File: config.mk
export PLATFORM = sky130hd
export DESIGN_NAME = i8080s_front
export DESIGN_NICKNAME = d
export VERILOG_FILES = /design/src/rtl/core/i8080s_pkg.sv /design/src/rtl/core/i8080s_front.sv
export SDC_FILE = /design/constraint.sdc
export NUM_CORES = 1
export LEC_CHECK = 0
export ABC_AREA = 1
export ABC_CLOCK_PERIOD_IN_PS = 4600
export BUFFER_PORTS_ARGS = -buffer_cell sky130_fd_sc_hd__buf_2
export CORE_UTILIZATION = 59
export CTS_CLUSTER_SIZE = 10
export DETAILED_ROUTE_END_ITERATION = 8
export HOLD_SLACK_MARGIN = 0.05
export PLACE_DENSITY = 0.85
export SETUP_SLACK_MARGIN = 0.2
export SLEW_MARGIN = 20
export SYNTH_ARGS = -nofsm -noshare
export SYNTH_HDL_FRONTEND = slang
export SYNTH_SLANG_ARGS = --single-unit
export TNS_END_PERCENT = 20
File: constraint.sdc
create_clock -name clk -period 4.6 [get_ports clk]
set_input_delay 0.23 -clock clk [delete_from_list [all_inputs] [get_ports clk]]
set_output_delay 0.23 -clock clk [all_outputs]
set_load 0.03 [all_outputs]
File: src/rtl/core/i8080s_pkg.sv
// i8080s_pkg: shared types and constants for the 8080 subset execute block.
// No dependencies.
package i8080s_pkg;

    localparam int ADDR_BITS_DEF = 16;

    typedef struct packed {
        logic [7:0] command;
        logic [7:0] imm_low;
        logic [7:0] imm_high;
        logic [7:0] io_in_data;
    } in_word_t;

    typedef struct packed {
        logic [4:0]  cycles;
        logic [15:0] next_pc;
        logic [7:0]  acc_out;
        logic [7:0]  status_word;
        logic        io_write;
        logic        io_read;
        logic [7:0]  io_port;
        logic [7:0]  io_data;
        logic        unsupported;
    } out_word_t;

    localparam logic [2:0] R_B = 3'd0;
    localparam logic [2:0] R_C = 3'd1;
    localparam logic [2:0] R_D = 3'd2;
    localparam logic [2:0] R_E = 3'd3;
    localparam logic [2:0] R_H = 3'd4;
    localparam logic [2:0] R_L = 3'd5;
    localparam logic [2:0] R_A = 3'd6;

    // memory access class chosen by the front end
    typedef enum logic [2:0] {
        MC_NONE  = 3'd0,
        MC_RD1   = 3'd1,
        MC_WR1   = 3'd2,
        MC_RD2   = 3'd3,
        MC_WR2   = 3'd4
    } mem_class_t;

    typedef struct packed {
        in_word_t   word;
        mem_class_t mclass;
        logic       unsup;
        logic [4:0] cyc;
        logic [1:0] len;
    } dec_word_t;

    function automatic logic even_par(input logic [7:0] v);
        even_par = ~^v;
    endfunction

endpackage

File: src/rtl/core/i8080s_front.sv
// i8080s_front: accepts instruction words, classifies them, and queues them.
// Depends on i8080s_pkg.
module i8080s_front
    import i8080s_pkg::*;
(
    input  logic      clk,
    input  logic      rst_n,
    input  logic      in_valid,
    output logic      in_stall,
    input  in_word_t  in_word,
    output logic      q_valid,
    input  logic      q_pop,
    output dec_word_t q_word
);
    dec_word_t  q_reg [2];
    logic [1:0] cnt_reg;
    logic       wp_reg, rp_reg;
    dec_word_t  d;
    logic       push;

    always_comb
    begin
        d.word = in_word;
        d.mclass = MC_NONE;
        d.unsup = 1'b0;
        d.cyc = 5'd4;
        d.len = 2'd1;
        case (in_word.command)
            8'h00, 8'h08, 8'h10, 8'h18, 8'h20, 8'h28, 8'h30, 8'h27,
            8'h07, 8'h0f, 8'h17, 8'h1f, 8'h2f, 8'ha7, 8'haf, 8'hfb: ;
            8'h01, 8'h11, 8'h21, 8'h31, 8'hc2, 8'hc3:
            begin
                d.cyc = 5'd10;
                d.len = 2'd3;
            end
            8'h02, 8'h12, 8'h77:
            begin
                d.cyc = 5'd7;
                d.mclass = MC_WR1;
            end
            8'h0a, 8'h1a, 8'h56, 8'h5e, 8'h66, 8'h7e:
            begin
                d.cyc = 5'd7;
                d.mclass = MC_RD1;
            end
            8'h03, 8'h13, 8'h23, 8'h0b, 8'h1b, 8'h2b,
            8'h04, 8'h0c, 8'h14, 8'h1c, 8'h24, 8'h2c,
            8'h05, 8'h0d, 8'h15, 8'h1d, 8'h25, 8'h2d,
            8'h6f, 8'h7a, 8'h7b, 8'h7c, 8'heb: d.cyc = 5'd5;
            8'h06, 8'h0e, 8'h16, 8'h1e, 8'h26, 8'h2e, 8'h3e,
            8'he6, 8'hc6, 8'hfe:
            begin
                d.cyc = 5'd7;
                d.len = 2'd2;
            end
            8'h36:
            begin
                d.cyc = 5'd10;
                d.len = 2'd2;
                d.mclass = MC_WR1;
            end
            8'h09, 8'h19, 8'h29: d.cyc = 5'd10;
            8'h22:
            begin
                d.cyc = 5'd16;
                d.len = 2'd3;
                d.mclass = MC_WR2;
            end
            8'h2a:
            begin
                d.cyc = 5'd16;
                d.len = 2'd3;
                d.mclass = MC_RD2;
            end
            8'h32:
            begin
                d.cyc = 5'd13;
                d.len = 2'd3;
                d.mclass = MC_WR1;
            end
            8'h3a:
            begin
                d.cyc = 5'd13;
                d.len = 2'd3;
                d.mclass = MC_RD1;
            end
            8'hc1, 8'hd1, 8'he1, 8'hf1, 8'hc9:
            begin
                d.cyc = 5'd10;
                d.mclass = MC_RD2;
            end
            8'hc5, 8'hd5, 8'he5, 8'hf5:
            begin
                d.cyc = 5'd11;
                d.mclass = MC_WR2;
            end
            8'hcd:
            begin
                d.cyc = 5'd17;
                d.mclass = MC_WR2;
            end
            8'hd3, 8'hdb:
            begin
                d.cyc = 5'd10;
                d.len = 2'd2;
            end
            default: d.unsup = 1'b1;
        endcase
    end

    assign in_stall = cnt_reg[1];
    assign push = in_valid && !in_stall;
    assign q_valid = cnt_reg != 2'd0;
    assign q_word = q_reg[rp_reg];

    always_ff @(posedge clk)
    begin
        if (push)
        begin
            q_reg[wp_reg] <= d;
        end
    end

    always_ff @(posedge clk or negedge rst_n)
    begin
        if (!rst_n)
        begin
            cnt_reg <= 2'd0;
            wp_reg <= 1'b0;
            rp_reg <= 1'b0;
        end
        else
        begin
            if (push)
            begin
                wp_reg <= ~wp_reg;
            end
            if (q_pop)
            begin
                rp_reg <= ~rp_reg;
            end
            cnt_reg <= cnt_reg + 2'(push) - 2'(q_pop);
        end
    end

`ifndef SYNTHESIS
    a_no_overflow: assert property (@(posedge clk) disable iff (!rst_n)
        cnt_reg == 2'd2 |-> !push || q_pop) else $error("queue overflow");
    a_no_underflow: assert property (@(posedge clk) disable iff (!rst_n)
        q_pop |-> cnt_reg != 2'd0) else $error("queue underflow");
    a_cnt_range: assert property (@(posedge clk) disable iff (!rst_n)
        cnt_reg != 2'd3) else $error("queue count out of range");
`endif

endmodule

==> reports/results.ini, run 1 <==
[sta]
layout_min_cycle_time_ns=2.23
slew_headroom=0.340
max_freq_mhz=448
rsz0062_at_grt=false
skew_ns=0.0138
fin_setup_tns_ns=0
fin_crit_sh=0.486
setup_slack_ns=2.37
max_slew.worst_pin.slew_ns=0.991
finalHoldViolCount=0
setup_viol=0
maxSlewViolCount=0

[drt]
antenna_left=0
num_vias=2766
avgViaCountPerCell=5.40
drc=0
drtPass1Iterations=6
first_iter_violations=126
routedWlPerCell_um=15.7
wirelength_um=8060

[synth]
synthFlopType=edfxtp_1
synth_fp_nets=375
synth_edf_count=86
synthArstFlopShare=0.0444
yosysSeqAreaShare=0.654
synth_warnings=0
yosysMostFrequentCell=edfxtp_1
netlist.area_leader.share=0.630
ys_types=33
synth_top_area_cell=edfxtp_1
synth_commonest_cells=edfxtp_1, nand2_1, nor2_1
yosys-top-cells-area=edfxtp_1, mux2_2, nand2_1
synth_area_sq_um=4100
netlist_instances=337
syn_area_per_cell_sq_um=12.2
synth_seq_cells=90

[cts]
clock_latency_ns=0.35
cts_buffers=9
cts_setup_buffers=0
cts_buffer_depth=2
tritoncts=yes
postCtsResizedCells=0
clk_pin_slew_worst_paths_ns=0.10
cts_sinks=90
cts_max_level=3
cts_root_buffer=clkbuf_8

[placed_design]
dp_slack_ns=2.53
portBuffers=80
place_congestion=0.973
dp_hpwl_um=5580
placed_area_sq_um=4580
dp_cells=491

[global_routing]
grt_max_degree=45
grt_pass1_vias=2730
grt_usage=0.237
grt_overflow=0
grt_busiest_layer=met2
grt_pass1_wl_um=13000
met2_usage=0.383
use_met1=0.311
grt_use_met3=0.0613
antenna_found_initial=0

[critical_path]
slowest_delay_ns=1.02
reg2reg_from=cnt_reg[1]$_DFF_PN0_
path_max_fanout=44
cp_cell_sequence=mux2_2 -> buf_2
critPathSlowestCell=dfrtp_2
critical_path_arrival_ns=2.00
crit_family=flip-flops
cp_data_required_time_ns=4.37
path_buf_inv=1
endpoint_kind=output port
criticalPathCategory=reg2out
crit_start=rp_reg$_DFFE_PN0P_
start_kind=register

[final_layout]
fin_cells=512
diodes=0
largest_reg_flops=86
nets=465
layout-drive-gt1-share=0.359
final_core_util=0.711
fin_area_sq_um=4800
syn_to_final_growth_pct=17.1

[worst_hold_path]
hold_path.class=in2reg
hold_path_startpoint=in_word[9]

[floorplan]
io_pins=81
fp-row-count=30
core-area_sq_um=6760
die-area_sq_um=7290
fp.dieW_um=85.4
die_h_um=85.4
initial_core_util=0.607

[pwr]
p_per_area_nw_per_um2=540
leakage_nw=2.02
max-vdd-ir-drop_v=0.000208

[outcome]
status=finished, final reports clean

[run]
drv_cap=0

==> layer usage <==
| metal | vias to the layer above | share of wire |
|---|---|---|
| li1 | 1348 | - |
| met1 | 1283 | 0.43 |
| met2 | 114 | 0.48 |
| met3 | 21 | 0.067 |
| met4 | 0 | 0.026 |
| met5 | - | 0 |
==> report_power, final <==
part / internal, mW / switching (mW)
clock: 0.198 / 0.277
combinational: 0.335 / 0.592
sequential: 1.08 / 0.115
==> logic make-up after synthesis <==
family,share of synthesized area
XOR/XNOR,0.00854
AO/OA/AOI/OAI,0.0259
AND/OR/NAND/NOR,0.149
multiplexers,0.118
flip-flops,0.654
buffers and inverters,0.0387
adder cells (fa/ha/maj),0.00610
==> cells in the final DEF, fill, tap and decap left out, drive strengths merged <==
master	count
and3	1
xnor2	1
nor2	54
or2	3
clkinv	1
a21oi	5
nor3b	1
clkbuf	9
nor3	2
nand3b	1
nand4	2
o211a	1
nand2	64
inv	30
clkinvlp	4
dfrtp	4
o21ai	9
mux2	43
o2111a	1
and2	1
nand3	16
o21bai	1
buf	82
dlygate4sd3	5
xor2	3
edfxtp	86
ha	2
==> stage by stage <==
| step | hold slack (ns) | power [mW] |
|---|---|---|
| floorplan | -0.0656 | 1.88 |
| global placement | 0.0379 | 2.11 |
| detailed placement | 0.0431 | 2.13 |
| CTS | 0.0516 | 2.60 |
| global route | 0.0520 | 2.71 |
| finish | 0.0649 | 2.60 |
==> layout make-up <==
class | count | area [sq um]
clock inverters | 7 | 51.3
multi-input cells | 211 | 1270
repair buffers | 87 | 465
fillers | 444 | 1950
inverters | 28 | 105
clock buffers | 9 | 124
well taps | 80 | 100
flip-flops and latches | 90 | 2680
==> worst paths after layout <==
check	endpoint	slack, ns	depth (start not counted)
max in group asynchronous	rp_reg$_DFFE_PN0P_	4.26	2
worst max-delay path	q_word[8]	2.37	2
worst min register to register	cnt_reg[0]$_DFF_PN0_	0.58	1
min in group asynchronous	cnt_reg[1]$_DFF_PN0_	0.20	2
worst min-delay path	q_reg[1][20]$_DFFE_PP_	0.06	1
worst max register to register	q_reg[0][33]$_DFFE_PP_	2.69	4
==> what timing repair did <==
item | 4_1_cts | 5_1_grt
hold buffers | 1 | 4
hold endpoints to repair | 4 | 7
setup endpoints to repair | 0 | 0
Power figures use the tool's default switching activity.
==> run 2: changes to the inputs <==
--- a/config.mk
+++ b/config.mk
@@ -6,13 +6,13 @@
 export NUM_CORES = 1
 export LEC_CHECK = 0
 export ABC_AREA = 1
-export ABC_CLOCK_PERIOD_IN_PS = 4600
+export ABC_CLOCK_PERIOD_IN_PS = 2000
 export BUFFER_PORTS_ARGS = -buffer_cell sky130_fd_sc_hd__buf_2
-export CORE_UTILIZATION = 59
+export CORE_UTILIZATION = 50
 export CTS_CLUSTER_SIZE = 10
 export DETAILED_ROUTE_END_ITERATION = 8
 export HOLD_SLACK_MARGIN = 0.05
-export PLACE_DENSITY = 0.85
+export PLACE_DENSITY = 0.76
 export SETUP_SLACK_MARGIN = 0.2
 export SLEW_MARGIN = 20
 export SYNTH_ARGS = -nofsm -noshare
==> constraint.sdc (replaced) <==
create_clock -name clk -period 2 [get_ports clk]
set_input_delay 0.1 -clock clk [delete_from_list [all_inputs] [get_ports clk]]
set_output_delay 0.1 -clock clk [all_outputs]
set_load 0.03 [all_outputs]
==> reports/results.ini, run 2 (synthesis gave the netlist of run 1 again) <==
[global_routing]
grt_usage=0.222
grt_max_degree=35
antenna_found_initial=0
grt_overflow=0
grt_pass1_vias=2971
grt_pass1_wl_um=14200

[critical_path]
path_max_fanout=7
cp_data_required_time_ns=2.09
crit_start=in_word[25]
crit_family=buffers and inverters
slowest_delay_ns=0.52
endpoint_kind=register
cp_cell_sequence=dlygate4sd3_1 -> buf_2 -> inv_2 -> nor2_2 -> nand2_2 -> inv_2 -> nand2_4 -> nand2_1 -> nor2_2 -> nand3_1 -> nor2_1 -> nand2_1
critical_path_arrival_ns=1.81
path_buf_inv=4
criticalPathCategory=in2reg
start_kind=input port
critPathSlowestCell=dlygate4sd3_1
reg2reg_from=cnt_reg[1]$_DFF_PN0_

[sta]
rsz0062_at_grt=true
max_slew.worst_pin.slew_ns=0.444
fin_crit_sh=0.861
skew_ns=0.0108
fin_setup_tns_ns=0
fin_hold_ws_ns=0.0768
layout_min_cycle_time_ns=1.72
slew_headroom=0.701
max_freq_mhz=581
setup_slack_ns=0.279
maxSlewViolCount=0
setup_viol=0
finalHoldViolCount=0

[floorplan]
core-area_sq_um=7850
io_pins=81
fp-row-count=32
die_h_um=92.6
fp.dieW_um=92.6
die-area_sq_um=8570
initial_core_util=0.523

[cts]
cts_buffers=9
cts_root_buffer=clkbuf_8
cts_sinks=90
tritoncts=yes
cts_max_level=3
clock_latency_ns=0.35
cts_buffer_depth=2
clk_pin_slew_worst_paths_ns=0.10

[final_layout]
largest_reg_flops=86
multi_input_comb_area_sq_um=1330
syn_to_final_growth_pct=28.3
fillers=601
fin_area_sq_um=5260
nets=496
layout_commonest_cell=edfxtp_1
regArea_sq_um=2690
diodes=0
layout_common_cells=edfxtp_1, buf_2, nand2_1
layout-drive-gt1-share=0.384

[outcome]
status=finished, final reports clean

[drt]
num_vias=2918
wirelength_um=9090
avgViaCountPerCell=5.16
drc=0
drtPass1Iterations=5
routedWlPerCell_um=16.1
first_iter_violations=129
antenna_left=0

[pwr]
p_per_area_nw_per_um2=1210
comb_power_share=0.387
max-vdd-ir-drop_v=0.000593
finalPower_mw=6.37
pwr-share-seq=0.406
leakage_nw=2.20
p_sw_mw=2.38
pwr-share-clk=0.207
p_int_mw=3.99
switching_share=0.373

[run]
drv_cap=0

[placed_design]
place_congestion=1.02
dp_hpwl_um=5990
portBuffers=80
placed_area_sq_um=4680
dp_slack_ns=0.356

[worst_hold_path]
hold_path.class=in2async

==> run 2: cell types whose count changed in the layout (fill, tap and decap cells not counted), moves of 2 or more <==
cell	before	now
inv_8	0	2
buf_12	0	3
dlygate4sd3_1	5	31
nor2_1	50	43
nand2_2	2	8
clkinv_4	0	2
clkinvlp_4	4	0
buf_4	2	4
nor2_2	2	9
nand2_1	61	55
==> run 2: power groups by stage <==
stage / Sequential, mW / Combinational, mW / Clock (mW)
after global placement: 2.64 / 2.34 / 0
after CTS: 2.58 / 2.47 / 1.35
after floorplan: 2.61 / 1.73 / 0
final: 2.59 / 2.46 / 1.32
after global routing: 2.62 / 2.61 / 1.42
after detailed placement: 2.66 / 2.36 / 0
==> run 2: path summary, 6_finish.rpt <==
path / slack [ns] / cells past startpoint / to
min in group clk: 0.08 / 1 / q_reg[1][39]$_DFFE_PP_
min reg2reg: 0.51 / 1 / cnt_reg[0]$_DFF_PN0_
max in group asynchronous: 1.79 / 2 / rp_reg$_DFFE_PN0P_
min: 0.08 / 2 / cnt_reg[1]$_DFF_PN0_
max: 0.28 / 12 / q_reg[1][2]$_DFFE_PP_
max reg2reg: 0.45 / 7 / cnt_reg[1]$_DFF_PN0_
==> run 2: layout make-up <==
type | count | share of cell area
flip-flops and latches | 90 | 0.510
multi-input cells | 211 | 0.252
repair buffers | 118 | 0.152
well taps | 102 | 0.0243
clock buffers | 9 | 0.0235
inverters | 28 | 0.0200
clock inverters | 7 | 0.0181
==> run 2: repair_timing <==
| item | in CTS | in global routing |
|---|---|---|
| pin swaps | 0 | 1 |
| endpoints found under the hold margin | 63 | 0 |
| gates resized for setup | 0 | 16 |
| endpoints found under the setup margin | 34 | 10 |
| setup buffers | 1 | 0 |
| hold buffers | 31 | 0 |
==> run 2: metal layers <==
metal / wire (um) / track usage / share of wire / up-vias
met5: 0 / 0 / 0 / -
met4: 76 / 0.0729 / 0.0084 / 0
met3: 578 / 0.0476 / 0.064 / 6
met2: 4420 / 0.374 / 0.49 / 113
met1: 4020 / 0.286 / 0.44 / 1387
li1: - / - / - / 1412
==> run 2: worst register-to-register path, delay by kind of cell, from the launching register on <==
family | cells | cell delay, ns
adders and majority gates | 2 | 0.49
DFF | 1 | 0.42
xor gates and xnor gates | 2 | 0.32
buffers and inverters | 2 | 0.14
and+or+nand+nor | 1 | 0.12
==> run 2: stage by stage <==
stage               utilization  std cells
CTS                       0.665        565
detailed placement        0.596        517
global placement          0.596        517
finish                    0.671        565
floorplan                     -        337
global route              0.671        565
